`src/design/tcw_pkg.sv`:
```
// shared constants and types for the text console writer
package tcw_pkg;

  localparam int ROWS   = 25;
  localparam int COLS   = 80;
  localparam int CELLS  = ROWS * COLS;
  localparam int ROW_W  = $clog2(ROWS);
  localparam int COL_W  = $clog2(COLS);
  localparam int ADDR_W = $clog2(CELLS);
  localparam int CELL_W = 16;

  localparam int IN_W  = 32;
  localparam int OUT_W = 32;

  localparam logic [1:0] ACT_PUT   = 2'd0;
  localparam logic [1:0] ACT_CLEAR = 2'd1;
  localparam logic [1:0] ACT_READ  = 2'd2;

  localparam logic [7:0]        NEWLINE      = 8'h0a;
  localparam logic [7:0]        RESET_ATTR   = 8'h0f;
  localparam logic [CELL_W-1:0] BLANK_CELL   = 16'h0720;

  typedef struct packed {
    logic              we;
    logic [ADDR_W-1:0] waddr;
    logic [CELL_W-1:0] wdata;
    logic              re;
    logic [ADDR_W-1:0] raddr;
  } ram_req_t;

  typedef struct packed {
    logic advance;
    logic newline;
    logic home;
  } cur_cmd_t;

  typedef struct packed {
    logic [ROW_W-1:0]  row;
    logic [COL_W-1:0]  col;
    logic [ADDR_W-1:0] index;
  } cur_pos_t;

  typedef struct packed {
    logic start_scroll;
    logic start_clear;
  } sweep_cmd_t;

endpackage

```
`src/design/tcw_sweep.sv`:
```
// screen sweeper for clear, scroll-up and the clearing pass after reset
module tcw_sweep (
  input  logic                              clk,
  input  logic                              rst,
  input  tcw_pkg::sweep_cmd_t               cmd,
  input  logic [tcw_pkg::CELL_W-1:0]        rdata,
  output tcw_pkg::ram_req_t                 req,
  output logic                              busy
);

  localparam logic [1:0] SW_IDLE  = 2'd0;
  localparam logic [1:0] SW_COPY  = 2'd1;
  localparam logic [1:0] SW_BLANK = 2'd2;

  localparam logic [tcw_pkg::ADDR_W-1:0] LAST_CELL = tcw_pkg::ADDR_W'(tcw_pkg::CELLS - 1);
  localparam logic [tcw_pkg::ADDR_W-1:0] LAST_BASE =
    tcw_pkg::ADDR_W'(tcw_pkg::CELLS - tcw_pkg::COLS);
  localparam logic [tcw_pkg::ADDR_W-1:0] COLS_A = tcw_pkg::ADDR_W'(tcw_pkg::COLS);

  logic [1:0]                  state;
  logic [tcw_pkg::ADDR_W-1:0]  addr;
  logic                        pend;
  logic [tcw_pkg::ADDR_W-1:0]  pend_addr;

  assign busy = (state != SW_IDLE) || pend;

  always_comb begin
    req = '0;
    if (pend) begin
      req.we    = 1'b1;
      req.waddr = pend_addr;
      req.wdata = rdata;
    end
    case (state)
      SW_COPY: begin
        req.re    = 1'b1;
        req.raddr = addr;
      end
      SW_BLANK: begin
        if (!pend) begin
          req.we    = 1'b1;
          req.waddr = addr;
          req.wdata = tcw_pkg::BLANK_CELL;
        end
      end
      default: ;
    endcase
  end

  always_ff @(posedge clk) begin
    pend_addr <= addr - COLS_A;
    if (rst) begin
      state <= SW_BLANK;
      addr  <= '0;
      pend  <= 1'b0;
    end else begin
      pend <= (state == SW_COPY);
      case (state)
        SW_IDLE: begin
          if (cmd.start_clear) begin
            state <= SW_BLANK;
            addr  <= '0;
          end else if (cmd.start_scroll) begin
            state <= SW_COPY;
            addr  <= COLS_A;
          end
        end
        SW_COPY: begin
          if (addr == LAST_CELL) begin
            state <= SW_BLANK;
            addr  <= LAST_BASE;
          end else begin
            addr <= addr + 1'b1;
          end
        end
        SW_BLANK: begin
          if (!pend) begin
            if (addr == LAST_CELL) begin
              state <= SW_IDLE;
            end else begin
              addr <= addr + 1'b1;
            end
          end
        end
        default: state <= SW_IDLE;
      endcase
    end
  end

endmodule

```
`config.mk`:
```
export PLATFORM = sky130hd
export DESIGN_NAME = tcw_sweep
export DESIGN_NICKNAME = d
export VERILOG_FILES = /design/src/design/tcw_pkg.sv /design/src/design/tcw_sweep.sv
export SDC_FILE = /design/constraint.sdc
export NUM_CORES = 1
export LEC_CHECK = 0
export BUFFER_PORTS_ARGS = -buffer_cell sky130_fd_sc_hd__buf_2
export CORE_UTILIZATION = 40
export CTS_CLUSTER_SIZE = 25
export DETAILED_ROUTE_END_ITERATION = 7
export PLACE_DENSITY = 0.74
export SETUP_SLACK_MARGIN = 0.1
export SYNTH_ARGS = -nofsm -noshare
export SYNTH_HDL_FRONTEND = slang
export SYNTH_SLANG_ARGS = --single-unit
```
`constraint.sdc`:
```
create_clock -name clk -period 3.3 [get_ports clk]
set_input_delay 0.33 -clock clk [delete_from_list [all_inputs] [get_ports clk]]
set_output_delay 0.33 -clock clk [all_outputs]
set_load 0.02 [all_outputs]
```
==> results of run 1 <==
[where the power goes]
| part | internal (W) | leakage, nW | switching, W |
|---|---|---|---|
| combinational | 0.000137 | 0.659 | 0.000239 |
| clock | 0.0000866 | 0.0228 | 0.0000979 |
| sequential | 0.000343 | 0.203 | 0.0000379 |
[worst max-delay path, delay by kind of cell, from the launching register on]
kind	cells	cell delay, ns
buf+inv	2	0.34
fa+ha+maj	1	0.15
compound gates	2	0.87
simple gates	2	0.35
flops	1	0.32
[final cells by class]
class	count	area (um2)	share of cell area (%)
clock buffers	4	45.0	2.31
inverters	7	26.3	1.35
multi-input cells	166	992	51.0
flip-flops and latches	25	500	25.7
well taps	48	60.1	3.08
repair buffers	63	323	16.6
[per-stage QoR]
stage	hold slack, ns	cells	total power, W
2_1_floorplan	0.351	213	0.000659
3_3_place_gp	0.428	309	0.000759
3_5_place_dp	0.427	309	0.000760
4_1_cts	0.328	313	0.000945
5_1_grt	0.343	313	0.00101
6_report	0.332	313	0.000941
[sequential cells by signal, indices dropped and copies added (netlist names)]
signal / count
addr: 11
pend_addr: 11
state: 2
pend: 1
[logic make-up (layout without fill, tap and decap cells)]
| kind of cell | Yosys count | in the layout | share of synthesized area [%] |
|---|---|---|---|
| muxes | 1 | 1 | 0.626 |
| AOI/OAI and AO/OA | 42 | 42 | 17.0 |
| DFF | 25 | 25 | 31.3 |
| and+or+nand+nor | 107 | 107 | 33.9 |
| buffers and inverters | 22 | 74 | 6.72 |
| adders and majority gates | 7 | 7 | 5.47 |
| xor gates and xnor gates | 9 | 9 | 4.93 |
[layout by cell type, fill, tap and decap left out, types with 3 or more instances in the layout]
cell	n
buf_2	60
inv_1	7
dfxtp_1	25
xnor2_1	4
nand3_1	8
a21oi_1	9
o21ai_0	14
nor2_1	9
and3_1	4
o32ai_1	3
nand2_1	40
clkbuf_8	3
nand2b_1	3
buf_4	3
xor2_1	5
ha_1	7
nor3_1	4
nand4_1	6
and2_1	24
[per-layer routing]
layer  routed length (um)  track usage [%]  vias to the layer above
met5                    0                0                        -
met4                   78             7.88                        0
met3                  387             3.30                       10
met2                 1700             30.4                      102
met1                 1690             23.7                      723
li1                     -                -                      831
[final timing paths]
kind | start | end | cells after the start
max | state[0]$_SDFFE_PP0P_ | addr[4]$_SDFFE_PP0P_ | 7
min | rst | addr[6]$_SDFFE_PP0P_ | 2
max reg2reg | state[0]$_SDFFE_PP0P_ | addr[4]$_SDFFE_PP0P_ | 7
min reg2reg | addr[0]$_SDFFE_PP0P_ | pend_addr[0]$_DFF_P_ | 0
==> flow_metrics.env, run 1 <==
export IMPL_run_status="complete, no violations"
export IMPL_die_height_um=65.3
export IMPL_worst_setup_path_type="register to register"
export IMPL_synth_top_cells_by_area="dfxtp_1 (31%), and2_1 (9.4%), nand2_1 (9.4%), ha_1 (5.5%), o21ai_0 (4.4%)"
export IMPL_drive_above_1_share_pct=26.4
export IMPL_power_per_cell_area_nw_per_um2=483
export IMPL_chipWidth_um=65.3
export IMPL_timing_critical_path_slowest_stage_cell="a211oi_1"
export IMPL_cts_root_buf="clkbuf_8"
export IMPL_setup_viol_count_final=0
export IMPL_detail_route_antenna_nets=0
export IMPL_rows=22
export IMPL_post_dp_cell_area_um2=1900
export IMPL_grt_setup_unrepaired="no"
export IMPL_ys_warn_count=0
export IMPL_synth_cell_type_count=43
export IMPL_slowest_delay_ns=0.53
export IMPL_layout_setup_ws_ns=1.18
export IMPL_maxCapViolCount=0
export IMPL_final_period_utilization_pct=64.3
export IMPL_synth_top_area_share_pct=31.3
export IMPL_place_congestion=1.05
export IMPL_portBuffers=60
export IMPL_fill_cells=379
export IMPL_cp_end_kind="register"
export IMPL_drt_iter0_drc=62
export IMPL_dpl_hpwl_um=2820
export IMPL_postCtsResizedCells=0
export IMPL_nets=293
export IMPL_grt_max_degree=42
export IMPL_firstDrtPassIters=4
export IMPL_clk_insertion_delay_late_ns=0.28
export IMPL_grt_pass1_vias=1360
export IMPL_yosys_cell_count_top_type="nand2_1"
export IMPL_grt_usage_pct=18.6
export IMPL_synthArstFlopShare_pct=0
export IMPL_placeableCoreArea_um2=3740
export IMPL_clock_skew_final_ns=0.00624
export IMPL_clk_pin_slew_worst_paths_ns=0.09
export IMPL_reg2reg_slack_ns=1.18
export IMPL_route_vias_total=1666
export IMPL_cts_made_buffers=3
export IMPL_synth_area_leader_cell="dfxtp_1"
export IMPL_ys_seq_elements=25
export IMPL_synthesis_nets=240
export IMPL_irDropWorstVdd_uv=279
export IMPL_vias_per_cell=5.32
export IMPL_clock_tree_buffer_depth=2
export IMPL_cp_start_kind="register"
export IMPL_p_leak_nw=0.885
export IMPL_totalWireLength_um=3860
export IMPL_crit_chain="inv_1 -> ha_1 -> buf_4 -> nor3_1 -> a211oi_1 -> nand2_2 -> o32ai_1"
export IMPL_floorplan_initialDensity_pct=42.7
export IMPL_synth_ff_type="dfxtp_1"
export IMPL_drc_errors=0
export IMPL_hold_viol=0
export IMPL_number_of_flops_mapped_to_enable_cells_by_yosys=0
export IMPL_yosys_top_cells_count="nand2_1 (40), dfxtp_1 (25), and2_1 (24)"
export IMPL_totalNegativeSetupSlack_ns=0
export IMPL_wl_per_cell_um=12.3
export IMPL_grt_first_pass_wirelength_um=6190
export IMPL_worstPathMaxFanout=23
export IMPL_io_pin_count=61
export IMPL_antenna_found_initial=0
export IMPL_post_route_util_pct=52.0
export IMPL_syn_to_final_growth_pct=21.7
export IMPL_cts_setup_buffers=0
export IMPL_h_tree_depth=1
export IMPL_die_area_um2=4260
export IMPL_maxSlewViolCount=0
export IMPL_max_freq_ghz=0.472
export IMPL_syn_instance_count=213
export IMPL_yosysSeqAreaShare_pct=31.3
export IMPL_tritoncts_clock_tree="built"
export IMPL_finish_instance_area_um2=1950
export IMPL_final_min_clock_period_ns=2.12
export IMPL_hold_buffers=0
export IMPL_pre_cts_slack_ns=1.22
export IMPL_arrival_ns=2.30
export IMPL_worst_slew_margin_rel_pct=60.3
export IMPL_worst_slew_pin_slew_ns=0.592
export IMPL_global_route_overflow_total=0
export IMPL_clock_sinks=25
export IMPL_avgSynthCellArea_um2=7.51
export IMPL_syn_cell_area_um2=1600
export IMPL_worst_path_required_ns=3.48
export IMPL_holdCritPathClass="primary input to register"
export IMPL_antennaDiodeCount=0
Power figures use the tool's default switching activity.
==> inputs of run 2 (changes only) <==
--- a/config.mk
+++ b/config.mk
@@ -5,6 +5,7 @@
 export SDC_FILE = /design/constraint.sdc
 export NUM_CORES = 1
 export LEC_CHECK = 0
+export ABC_AREA = 1
 export BUFFER_PORTS_ARGS = -buffer_cell sky130_fd_sc_hd__buf_2
 export CORE_UTILIZATION = 40
 export CTS_CLUSTER_SIZE = 25
==> constraint.sdc (replaced) <==
create_clock -name clk -period 2.04 [get_ports clk]
set_input_delay 0.204 -clock clk [delete_from_list [all_inputs] [get_ports clk]]
set_output_delay 0.204 -clock clk [all_outputs]
set_load 0.02 [all_outputs]
==> run 2 against run 1 <==
  * Largest cell class unchanged
  * Critical endpoint is now req[36]
  * Sequential power increased by 58%
  * Highest routed layer unchanged
  * Die area increased by 0.69%
  * Via count decreased by 1.3%
  * Total power increased by 40%
  * Wire length decreased by 3.9%
==> flow_metrics.env, run 2 <==
export IMPL_run_status="complete, no violations"
export IMPL_vias_per_cell=4.54
export IMPL_dpl_hpwl_um=2850
export IMPL_grt_first_pass_wirelength_um=6130
export IMPL_final_period_utilization_pct=87.2
export IMPL_avgSynthCellArea_um2=6.30
export IMPL_arrival_ns=1.57
export IMPL_yosysSeqAreaShare_pct=31.1
export IMPL_ys_warn_count=0
export IMPL_wl_per_cell_um=10.2
export IMPL_detail_route_antenna_nets=0
export IMPL_global_route_overflow_total=0
export IMPL_hold_buffers=0
export IMPL_crit_chain="inv_1 -> ha_2 -> nand2_2 -> o21ai_0 -> buf_2"
export IMPL_synth_area_leader_cell="dfxtp_1"
export IMPL_die_height_um=65.5
export IMPL_synth_top_cells_by_area="dfxtp_1 (31%), nand2_1 (20%), inv_1 (11%), ha_1 (5.4%), o21ai_0 (4.3%)"
export IMPL_hold_viol=0
export IMPL_placeableCoreArea_um2=3770
export IMPL_h_tree_depth=1
export IMPL_nets=342
export IMPL_number_of_flops_mapped_to_enable_cells_by_yosys=0
export IMPL_maxSlewViolCount=0
export IMPL_place_congestion=0.943
export IMPL_rows=22
export IMPL_power_per_cell_area_nw_per_um2=660
export IMPL_cts_made_buffers=3
export IMPL_cp_start_kind="register"
export IMPL_die_area_um2=4290
export IMPL_timing_critical_path_slowest_stage_cell="dfxtp_1"
export IMPL_drc_errors=0
export IMPL_synthArstFlopShare_pct=0
export IMPL_mostFrequentLayoutCell="nand2_1"
export IMPL_holdCritPathClass="primary input to register"
export IMPL_synth_cell_type_count=26
export IMPL_tritoncts_clock_tree="built"
export IMPL_floorplan_initialDensity_pct=42.7
export IMPL_totalNegativeSetupSlack_ns=0
export IMPL_rr_startpoint="addr[4]$_SDFFE_PP0P_"
export IMPL_registers_with_the_most_flip_flops="addr: 11 flops, pend_addr: 11 flops, state: 2 flops"
export IMPL_clock_sinks=25
export IMPL_syn_cell_area_um2=1610
export IMPL_synthesis_nets=283
export IMPL_totalWireLength_um=3710
export IMPL_final_min_clock_period_ns=1.78
export IMPL_cts_setup_buffers=0
export IMPL_synth_top_area_share_pct=31.1
export IMPL_grt_setup_unrepaired="no"
export IMPL_ys_seq_elements=25
export IMPL_clk_insertion_delay_late_ns=0.28
export IMPL_critPathLaunch="state[0]$_SDFFE_PP0P_"
export IMPL_irDropWorstVdd_uv=273
export IMPL_cp_end_kind="output port"
export IMPL_grt_max_degree=28
export IMPL_io_pin_count=61
export IMPL_worstPathMaxFanout=14
export IMPL_finish_instance_area_um2=2000
export IMPL_max_freq_ghz=0.562
export IMPL_post_route_util_pct=53.0
export IMPL_worst_setup_path_type="register to output port"
export IMPL_firstDrtPassIters=4
export IMPL_clock_skew_final_ns=0.00261
export IMPL_worst_slew_pin_slew_ns=0.372
export IMPL_hold_path_startpoint="rst"
export IMPL_route_vias_total=1644
export IMPL_clock_tree_buffer_depth=2
export IMPL_p_leak_nw=1.14
export IMPL_cts_root_buf="clkbuf_8"
export IMPL_grt_usage_pct=18.1
export IMPL_worst_path_required_ns=1.84
export IMPL_grt_pass1_vias=1460
export IMPL_portBuffers=60
export IMPL_worst_slew_margin_rel_pct=75.1
export IMPL_yosys_top_cells_count="nand2_1 (86), inv_1 (47), dfxtp_1 (25)"
export IMPL_yosys_cell_count_top_type="nand2_1"
export IMPL_post_dp_cell_area_um2=1950
export IMPL_syn_instance_count=256
export IMPL_synth_ff_type="dfxtp_1"
export IMPL_fill_cells=388
export IMPL_chipWidth_um=65.5
export IMPL_setup_viol_count_final=0
export IMPL_maxCapViolCount=0
export IMPL_slowest_delay_ns=0.34
export IMPL_syn_to_final_growth_pct=24.1
export IMPL_clk_pin_slew_worst_paths_ns=0.09
export IMPL_antennaDiodeCount=0
export IMPL_drive_above_1_share_pct=26.1
export IMPL_drt_iter0_drc=74
export IMPL_final_cell_mix="nand2_1 (85), buf_2 (60), inv_1 (47)"
export IMPL_antenna_found_initial=0
run 2: cell types whose count changed after synthesis, moves of 4 or more:
cell,change
and2_1,-24
nor2_1,+9
o21ai_1,+4
and3_1,-4
nand2_1,+46
clkbuf_1,-6
inv_1,+40
run 2: logic make-up (layout without fill, tap and decap cells):
| kind of cell | after synthesis | count (layout) | synth area share (%) |
|---|---|---|---|
| AND/OR/NAND/NOR | 129 | 129 | 34.9 |
| AO/OA/AOI/OAI | 29 | 29 | 10.1 |
| adder cells (fa/ha/maj) | 7 | 7 | 5.43 |
| buffers and inverters | 58 | 116 | 14.2 |
| XOR/XNOR | 8 | 8 | 4.35 |
| flip-flops | 25 | 25 | 31.1 |
run 2: final timing paths:
path         depth (start not counted)  slack [ns]                     to
max                                  5        0.26                req[36]
min                                  2        0.21   addr[7]$_SDFFE_PP0P_
max reg2reg                          9        0.30  addr[10]$_SDFFE_PP0P_
min reg2reg                          0        0.41   pend_addr[1]$_DFF_P_
run 2: final cells by class:
type	count	area, um2	share of cell area [%]
inverters	49	184	9.20
well taps	48	60.1	3.00
flip-flops and latches	25	500	25.0
clock buffers	4	45.0	2.25
repair buffers	63	323	16.1
multi-input cells	173	887	44.4
run 2: what timing repair did:
| action | CTS | global route |
|---|---|---|
| cloned | 0 | 0 |
| setup endpoints to repair | 9 | 10 |
| endpoints found under the hold margin | 0 | 0 |
| resized for setup | 1 | 1 |
run 2: critical path: cells and delay by family (launching register included):
kind / cells / cell delay [ns]
buffers and inverters: 2 / 0.28
AO/OA/AOI/OAI: 1 / 0.21
AND/OR/NAND/NOR: 1 / 0.18
flip-flops: 1 / 0.34
adder cells (fa/ha/maj): 1 / 0.28
run 2: power by group:
part           switching (W)  internal [W]
clock               0.000164      0.000140
combinational       0.000265      0.000152
sequential         0.0000446      0.000554
total               0.000474      0.000847
run 2: per-stage QoR:
stage,cells,power (W),hold WS [ns],worst slack [ns]
6_report,362,0.00132,0.215,0.261
5_1_grt,362,0.00140,0.235,0.149
4_1_cts,362,0.00132,0.224,0.165
3_5_place_dp,358,0.00102,0.397,0.268
3_3_place_gp,358,0.00102,0.399,0.328
2_1_floorplan,256,0.000906,0.380,0.390
run 2: per-layer routing:
| layer | track usage [%] | up-vias | wire length (um) |
|---|---|---|---|
| met4 | 6.52 | 0 | 47 |
| met1 | 23.4 | 691 | 1840 |
| li1 | - | 883 | - |
| met2 | 30.2 | 64 | 1580 |
| met5 | 0 | - | 0 |
| met3 | 2.95 | 6 | 241 |
