[src/design/tcw_pkg.sv]
// shared constants and types for the text console writer
package tcw_pkg;

  localparam int ROWS   = 25;
  localparam int COLS   = 80;
  localparam int CELLS  = ROWS * COLS;
  localparam int ROW_W  = $clog2(ROWS);
  localparam int COL_W  = $clog2(COLS);
  localparam int ADDR_W = $clog2(CELLS);
  localparam int CELL_W = 16;

  localparam int IN_W  = 32;
  localparam int OUT_W = 32;

  localparam logic [1:0] ACT_PUT   = 2'd0;
  localparam logic [1:0] ACT_CLEAR = 2'd1;
  localparam logic [1:0] ACT_READ  = 2'd2;

  localparam logic [7:0]        NEWLINE      = 8'h0a;
  localparam logic [7:0]        RESET_ATTR   = 8'h0f;
  localparam logic [CELL_W-1:0] BLANK_CELL   = 16'h0720;

  typedef struct packed {
    logic              we;
    logic [ADDR_W-1:0] waddr;
    logic [CELL_W-1:0] wdata;
    logic              re;
    logic [ADDR_W-1:0] raddr;
  } ram_req_t;

  typedef struct packed {
    logic advance;
    logic newline;
    logic home;
  } cur_cmd_t;

  typedef struct packed {
    logic [ROW_W-1:0]  row;
    logic [COL_W-1:0]  col;
    logic [ADDR_W-1:0] index;
  } cur_pos_t;

  typedef struct packed {
    logic start_scroll;
    logic start_clear;
  } sweep_cmd_t;

endpackage

[src/design/tcw_cursor.sv]
// cursor position tracking with row and column counters
module tcw_cursor (
  input  logic               clk,
  input  logic               rst,
  input  tcw_pkg::cur_cmd_t  cmd,
  output tcw_pkg::cur_pos_t  pos,
  output logic               wrap
);

  localparam logic [tcw_pkg::ROW_W-1:0]  LAST_ROW  = tcw_pkg::ROW_W'(tcw_pkg::ROWS - 1);
  localparam logic [tcw_pkg::COL_W-1:0]  LAST_COL  = tcw_pkg::COL_W'(tcw_pkg::COLS - 1);
  localparam logic [tcw_pkg::ADDR_W-1:0] LAST_BASE =
    tcw_pkg::ADDR_W'(tcw_pkg::CELLS - tcw_pkg::COLS);
  localparam logic [tcw_pkg::ADDR_W-1:0] COLS_A = tcw_pkg::ADDR_W'(tcw_pkg::COLS);

  tcw_pkg::cur_pos_t pos_next;

  assign wrap = (pos.row == LAST_ROW) &&
                (cmd.newline || (cmd.advance && pos.col == LAST_COL));

  always_comb begin
    pos_next = pos;
    if (cmd.home) begin
      pos_next = '0;
    end else if (cmd.newline) begin
      pos_next.col = '0;
      if (pos.row == LAST_ROW) begin
        pos_next.index = LAST_BASE;
      end else begin
        pos_next.row   = pos.row + 1'b1;
        pos_next.index = pos.index - tcw_pkg::ADDR_W'(pos.col) + COLS_A;
      end
    end else if (cmd.advance) begin
      if (pos.col == LAST_COL) begin
        pos_next.col = '0;
        if (pos.row == LAST_ROW) begin
          pos_next.index = LAST_BASE;
        end else begin
          pos_next.row   = pos.row + 1'b1;
          pos_next.index = pos.index + 1'b1;
        end
      end else begin
        pos_next.col   = pos.col + 1'b1;
        pos_next.index = pos.index + 1'b1;
      end
    end
  end

  always_ff @(posedge clk) begin
    if (rst) begin
      pos <= '0;
    end else begin
      pos <= pos_next;
    end
  end

endmodule

[config.mk]
export PLATFORM = sky130hd
export DESIGN_NAME = tcw_cursor
export DESIGN_NICKNAME = d
export VERILOG_FILES = /design/src/design/tcw_pkg.sv /design/src/design/tcw_cursor.sv
export SDC_FILE = /design/constraint.sdc
export NUM_CORES = 1
export LEC_CHECK = 0
export BUFFER_PORTS_ARGS = -buffer_cell sky130_fd_sc_hd__buf_2
export CAP_MARGIN = 25
export CORE_UTILIZATION = 35
export DETAILED_ROUTE_END_ITERATION = 16
export GPL_ROUTABILITY_DRIVEN = 0
export PLACE_DENSITY = 0.65
export SLEW_MARGIN = 20
export SYNTH_ARGS = -nofsm -noshare
export SYNTH_HDL_FRONTEND = slang
export SYNTH_SLANG_ARGS = --single-unit
[constraint.sdc]
create_clock -name clk -period 6.1 [get_ports clk]
set_input_delay 0.305 -clock clk [delete_from_list [all_inputs] [get_ports clk]]
set_output_delay 0.305 -clock clk [all_outputs]
set_load 0.01 [all_outputs]
==> results.cfg, run 1 <==
[critical_path]
cp_slowest_stage_delay_ns = 0.42
worstPathRequired_ns = 6.26
worstPathMaxFanout = 5
cp.arrival_ns = 2.65
crit_path_end_kind = flop
rr_startpoint = pos[12]
start_kind = flop
crit_start = pos[12]
crit_type = reg -> reg
r2r_setup_slack_ns = 3.62
path_cells = inv_1 -> ha_1 -> ha_1 -> fa_1 -> a21oi_1 -> o21ai_0 -> a21oi_1 -> xor2_1 -> a221oi_1
crit_path_top_delay_cell = fa_1

[clock_network]
clk_root_buffer_cell = clkbuf_8
cts_setup_buffers = 0
cts_resized = 0
cts_num_sinks = 23
clock_latency_ns = 0.28
cts.hold.buffers_added = 0
clk_pin_slew_ns = 0.10
clockBufferDepth = 2
cts_tree = done
htree_num_levels = 1
cts-buffers-inserted = 3

[grt]
grt_start_max_net_pins = 20
grt_pass1_vias = 1646
antenna_found_initial = 0
grt_overflow = 0
grt_usage = 0.185
grt_pass1_wl_mm = 7.88

[power_and_ir_drop]
p_comb_frac = 0.187
p_int_uw = 224
seq_power_share = 0.496
p_sw_uw = 97.5
peakVddDrop_v = 0.000102
powerDensity_nw_per_um2 = 156
p_clk_frac = 0.318
leakage_uw = 0.000881
swShare = 0.303

[floorplanning]
die_area_sq_um = 5490
die_x_um = 74.1
placementRows = 25
core-area_sq_um = 4850
io_pins = 29
initial_core_util = 0.375
fp.dieH_um = 74.1

[routing]
wl_per_cell_um = 14.3
antenna_left = 0
drt-pass1-iter-count = 4
wirelength_mm = 4.62
drtIter0Drc = 72
num_vias = 1771
vias_per_cell = 5.47
route.detailed.drc = 0

[timing]
worstMarginPinSlew_ns = 0.642
final_hold_viol_count = 0
hold_slack_ns = 0.427
clock_skew_ns = 0.0153
fmax_mhz = 403
period_share = 0.407
setup-violations-final = 0
rsz0062_at_grt = no
slew_violations = 0
max-slew-margin-rel = 0.570
fin_setup_tns_ns = 0
timing.final.crit_period_ns = 2.48

[hold_path]
min_from = cmd[1]
hold_path_class = in -> reg

[final_layout]
regMostFlops = pos
top_regs = pos: 23 flops
largest_reg_flops = 23
nets = 286
syn2layout_area_growth_pct = 13.4
num_antenna_cells = 0
drive_above_1_share = 0.160

[synth]
yosysMostFrequentCell = dfxtp_1
synth.distinct_cells = 50
synth_edf_count = 0
synth_top_area_share = 0.253
synth_nets = 260
synthCells = 232
yosysWarnings = 0
syn_area_sq_um = 1820
seq_area_frac_synth = 0.253
ys.flop_type = dfxtp_1
ys_seq_elements = 23
synthTopCellsByArea = dfxtp_1, ha_1, nor2_1
avgSynthCellArea_sq_um = 7.85
synth_area_leader_cell = dfxtp_1
synth_commonest_cells = dfxtp_1, ha_1, nor2_1
async_reset_ff_frac = 0

[placement]
hpwl_mm = 3.50
io_buffers = 28

[run_status]
status = finished, final reports clean

[job]
maxCapViolations = 0
[power by group through the flow]
stage                     Combinational (uW)  Sequential [uW]  Clock, uW
after floorplan                         43.2              163          0
after global placement                  59.4              163          0
after detailed placement                60.0              163          0
after CTS                               60.3              160        106
after global routing                    67.7              161        113
final                                   60.1              160        102
[cell families after synthesis]
group,after synthesis,share of synthesized area
simple gates,79,0.214
flops,23,0.253
fa+ha+maj,23,0.162
compound gates,66,0.245
buf+inv,28,0.0591
xor+xnor,9,0.0433
mux,4,0.0227
[per-stage QoR]
stage          setup WS (ns)  total power, uW  cell area [sq um]   util  std cells
3_3_place_gp            3.73              222               2020  0.416        320
6_report                3.62              322               2060  0.426        324
3_5_place_dp            3.67              223               2020  0.416        320
2_1_floorplan           3.88              207               1820      -        232
4_1_cts                 3.60              326               2060  0.426        324
5_1_grt                 3.40              342               2060  0.426        324
[layout by cell type (no fill, tap or decap), types with 2 or more instances in the layout]
cell type,n
a31o_2,2
nand4_1,3
nand3_1,9
xor2_1,6
ha_1,22
or2_2,2
a31oi_1,2
a21o_1,3
clkbuf_8,3
o21a_1,7
o22ai_1,2
and3_1,3
or3_1,3
xnor2_1,3
nand2_1,17
o21ai_0,12
a211oi_1,4
buf_2,28
a21oi_1,16
nor2_1,22
dfxtp_1,23
a22oi_1,2
mux2i_1,3
inv_1,21
nor3_1,13
o31ai_1,2
[final timing paths]
kind,endpoint,cells past startpoint
min reg2reg,pos[19],2
max reg2reg,pos[7],9
max,pos[7],9
min,pos[2],3
[metal layers]
metal,GRT usage,part of all wire
met1,0.236,0.47
met2,0.323,0.48
met3,0.0339,0.047
met4,0.0385,0.0074
met5,0,0
[critical path, delay by kind of cell, from the launching register on]
kind	cells	cell delay, ns
flops	1	0.40
fa+ha+maj	3	0.94
buf+inv	1	0.07
compound gates	4	0.88
xor+xnor	1	0.08
[cell type report]
type / count / area, sq um
inverters: 21 / 78.8
flip-flops and latches: 23 / 460
well taps: 67 / 83.8
repair buffers: 28 / 140
clock inverters: 1 / 7.51
multi-input cells: 181 / 1250
fillers: 526 / 2780
clock buffers: 3 / 41.3
(Power assumes the default switching activity.)
==> run 2, diff against run 1 <==
- PLACE_DENSITY: 0.65 -> 0.67
- clock period: 6.1 -> 2.01 ns (I/O delays scaled with it)
==> results.cfg, run 2 (synthesis gave the netlist of run 1 again) <==
[run_status]
status = finished, final reports clean

[final_layout]
largest_reg_flops = 23
syn2layout_area_growth_pct = 34.0
num_antenna_cells = 0
final_common_cell = buf_2
final_area_sq_um = 2440
drive_above_1_share = 0.342
top_regs = pos: 23 flops
fin_cells = 351
regMostFlops = pos
nets = 313
fillers = 457
final_cell_mix = buf_2, buf_4, nor2_1

[power_and_ir_drop]
powerDensity_nw_per_um2 = 429
leakage_uw = 0.00103
peakVddDrop_v = 0.000269
power.total_uw = 1050

[placement]
dp_cells = 346
io_buffers = 28
place_area_sq_um = 2230
hpwl_mm = 3.76

[clock_network]
cts_tree = done
clockBufferDepth = 2
clk_root_buffer_cell = clkbuf_8
clock_latency_ns = 0.28
cts_num_sinks = 23
htree_num_levels = 1
clk_pin_slew_ns = 0.09
cts-buffers-inserted = 3

[critical_path]
start_kind = flop
cp.arrival_ns = 2.13
crit_type = reg -> reg
crit_path_end_kind = flop
worstPathRequired_ns = 2.20
worstPathMaxFanout = 2

[grt]
grt_usage = 0.189
grt_start_max_net_pins = 20
antenna_found_initial = 0
grt_pass1_vias = 1682
grt_overflow = 0
grt_pass1_wl_mm = 7.97

[job]
maxCapViolations = 0

[floorplanning]
die_area_sq_um = 5490
die_x_um = 74.1
fp.dieH_um = 74.1
initial_core_util = 0.375
io_pins = 29
placementRows = 25
core-area_sq_um = 4850

[timing]
final_hold_viol_count = 0
timing.final.crit_period_ns = 1.94
slew_violations = 0
fmax_mhz = 515
fin_setup_tns_ns = 0
hold_slack_ns = 0.241
setup-violations-final = 0
clock_skew_ns = 0.00510
worstMarginPinSlew_ns = 0.385
max-slew-margin-rel = 0.742
period_share = 0.965

[routing]
top_layer_used = met4
num_vias = 1917
antenna_left = 0
drt-pass1-iter-count = 5
wl_met3_um = 319
drtIter0Drc = 115
wl_per_cell_um = 14.9
wirelength_mm = 5.22
vias_per_cell = 5.46
drt-met1-wl_mm = 2.45
dr_wl_met2_mm = 2.40
route.detailed.drc = 0

[hold_path]
hold_path_class = in -> reg
run 2: cell count changes in the layout (fill, tap and decap cells not counted), sizes merged:
| cell | change |
|---|---|
| buf | +27 |
| clkinvlp | -1 |
| clkbuf | +1 |
run 2: worst paths after layout:
check,to,cells after the start,start,slack (ns)
setup / recovery,pos[7],9,pos[12],0.07
hold / removal,pos[2],3,cmd[1],0.24
setup reg to reg,pos[7],9,pos[12],0.07
hold reg to reg,pos[19],2,pos[19],0.51
run 2: layout make-up:
| class | count | area [sq um] | area share |
|---|---|---|---|
| Timing Repair Buffer | 55 | 343 | 0.141 |
| Sequential cell | 23 | 465 | 0.191 |
| Multi-Input combinational cell | 181 | 1420 | 0.584 |
| Inverter | 21 | 78.8 | 0.0323 |
| Clock buffer | 4 | 45.0 | 0.0185 |
| Tap cell | 67 | 83.8 | 0.0344 |
run 2: worst max-delay path: stages (launching register included):
cell and delay (ns):
dfxtp_2 0.32, inv_1 0.08, ha_4 0.21, ha_4 0.16, fa_2 0.36, a21oi_4 0.16, o21ai_2 0.09, a21oi_2 0.16
xor2_1 0.08, a221oi_1 0.24
run 2: timing repair:
| item | in CTS | in global routing |
|---|---|---|
| hold endpoints to repair | 0 | 0 |
| hold buffers | 0 | 0 |
| endpoints found under the setup margin | 5 | 7 |
| pin swaps | 6 | 8 |
| gates resized for setup | 8 | 23 |
| buffers inserted | 1 | 0 |
run 2: power by group:
group | total, uW | internal, uW | switching [uW]
registers | 477 | 466 | 10.6
clock network | 308 | 142 | 166
logic | 262 | 116 | 146
total | 1050 | 724 | 322
run 2: per-stage QoR:
step           worst slack, ns  utilization
2_1_floorplan          -0.0204            -
3_3_place_gp          -0.00969        0.461
3_5_place_dp           -0.0697        0.461
4_1_cts               0.000825        0.482
5_1_grt                -0.0380        0.503
6_report                0.0699        0.503
run 2: routing by layer:
metal	track usage	up-vias
met5	0	-
met4	0.0577	0
met3	0.0257	5
met2	0.294	71
met1	0.269	890
li1	-	951
==> run 3, diff against run 2 <==
- ABC_AREA: unset -> 1
- CORE_MARGIN: unset -> 3
==> results.cfg, run 3 <==
[run_status]
status = finished, final reports clean

[final_layout]
syn2layout_area_growth_pct = 29.5
final_common_cell = nand2_1
final_area_sq_um = 2450
final_cell_mix = nand2_1, inv_1, nor2_1, buf_2, buf_4
largest_reg_flops = 23
drive_above_1_share = 0.270
top_regs = pos: 23 flops
num_antenna_cells = 0
regMostFlops = pos
nets = 373

[synth]
synth_top_area_share = 0.243
synth_area_leader_cell = dfxtp_1
syn_area_sq_um = 1890
yosysWarnings = 0
ys_seq_elements = 23
avgSynthCellArea_sq_um = 6.48
synth_commonest_cells = nand2_1, inv_1, nor2_1
async_reset_ff_frac = 0
ys.flop_type = dfxtp_1
yosysMostFrequentCell = nand2_1
synth.distinct_cells = 32
seq_area_frac_synth = 0.243
synth_nets = 320
synth_edf_count = 0
synthCells = 292
synthTopCellsByArea = dfxtp_1, nand2_1, ha_1

[routing]
num_vias = 2013
drtIter0Drc = 109
wl_per_cell_um = 11.9
route.detailed.drc = 0
wirelength_mm = 4.91
antenna_left = 0
drt-pass1-iter-count = 4
vias_per_cell = 4.86

[grt]
grt_pass1_vias = 1729
antenna_found_initial = 0
grt_overflow = 0
grt_pass1_wl_mm = 7.82
grt_start_max_net_pins = 14
grt_usage = 0.152

[power_and_ir_drop]
leakage_uw = 0.00111
powerDensity_nw_per_um2 = 415
peakVddDrop_v = 0.000235

[clock_network]
clk_root_buffer_cell = clkbuf_8
clockBufferDepth = 2
clk_pin_slew_ns = 0.09
clock_latency_ns = 0.27
cts.hold.buffers_added = 0
cts_tree = done
cts_num_sinks = 23
htree_num_levels = 1
cts-buffers-inserted = 3

[timing]
worstMarginPinSlew_ns = 0.461
timing.final.crit_period_ns = 1.94
fmax_mhz = 516
slew_violations = 0
setup-violations-final = 0
clock_skew_ns = 0.00389
final_hold_viol_count = 0
worst_slack_ns = 0.0703
period_share = 0.965
max-slew-margin-rel = 0.692

[hold_path]
hold_path_class = in -> reg
min_from = cmd[2]

[floorplanning]
io_pins = 29
die_x_um = 79.5
placementRows = 26
fp.dieH_um = 79.5
die_area_sq_um = 6330
core-area_sq_um = 5170
initial_core_util = 0.366

[critical_path]
crit_start = pos[0]
r2r_setup_slack_ns = 0.07
crit_path_top_delay_cell = fa_2
worstPathMaxFanout = 4
cp_slowest_stage_delay_ns = 0.39
endpoint = pos[5]
crit_path_end_kind = flop
rr_startpoint = pos[0]
worstPathRequired_ns = 2.19
crit_type = reg -> reg
reg2reg_depth = 12
crit-reg2reg-capture = pos[5]
path_cells = inv_2 -> ha_1 -> inv_1 -> ha_4 -> fa_2 -> nand3_2 -> nand2_2 -> or2_2 -> nand3_1 -> nand3_1 -> nand2_1 -> inv_1
start_kind = flop
cp.arrival_ns = 2.12

[placement]
place_area_sq_um = 2270
post-place-ws_ns = 0.0142
io_buffers = 28
hpwl_mm = 3.78

[job]
maxCapViolations = 0
-- run 3: power breakdown --
part / switching [uW] / internal [uW] / total (uW)
sequential: 8.88 / 466 / 475
clock: 169 / 139 / 307
combinational: 135 / 99.0 / 234
-- run 3: logic make-up (layout without fill, tap and decap cells) --
kind of cell | after synthesis | count (layout) | share of synthesized area
DFF | 23 | 23 | 0.243
xor gates and xnor gates | 8 | 8 | 0.0370
adders and majority gates | 23 | 23 | 0.156
AOI/OAI and AO/OA | 43 | 43 | 0.132
and+or+nand+nor | 147 | 147 | 0.332
buffers and inverters | 48 | 100 | 0.0998
-- run 3: final cells by class --
| cell class | instances | area, sq um |
|---|---|---|
| clock inverter | 1 | 5.00 |
| clock buffer | 3 | 41.3 |
| tap | 70 | 87.6 |
| fill | 516 | 2720 |
| sequential | 23 | 467 |
| timing repair buffer | 52 | 320 |
| multi-input combinational | 221 | 1360 |
| inverter | 44 | 170 |
-- run 3: stage by stage --
stage / hold WS, ns / std cells / util / total power, uW / setup TNS (ns)
3_5_place_dp: 0.486 / 407 / 0.438 / 698 / 0
4_1_cts: 0.190 / 411 / 0.448 / 1010 / 0
3_3_place_gp: 0.478 / 407 / 0.438 / 696 / 0
2_1_floorplan: 0.282 / 292 / - / 630 / 0
5_1_grt: 0.217 / 414 / 0.474 / 1080 / -0.0281
6_report: 0.202 / 414 / 0.474 / 1020 / 0
-- run 3: metal layers --
layer,wire length [um],part of all wire,up-vias,global-route usage
li1,-,-,1046,-
met4,25,0.0051,0,0.0275
met2,2320,0.47,56,0.249
met1,2320,0.47,909,0.211
met5,0,0,-,0
met3,247,0.050,2,0.0271
-- run 3: worst min path at each step --
| stage | endpoint | slack (ns) | cells after the start |
|---|---|---|---|
| after CTS | pos[3] | 0.19 | 3 |
| after detailed placement | pos[3] | 0.49 | 3 |
| final | pos[3] | 0.20 | 3 |
| after floorplan | pos[16] | 0.28 | 3 |
| after global routing | pos[12] | 0.22 | 3 |
| after global placement | pos[18] | 0.48 | 1 |
-- run 3: timing repair --
action	in CTS	in global routing
gates resized for setup	1	22
endpoints found under the setup margin	1	7
setup buffers	0	3
pin swaps	1	3
-- run 3: critical path: cells and delay by family, from the launching register on --
kind / cells / cell delay (ns)
and+or+nand+nor: 6 / 0.62
buffers and inverters: 3 / 0.17
adders and majority gates: 3 / 0.71
DFF: 1 / 0.34
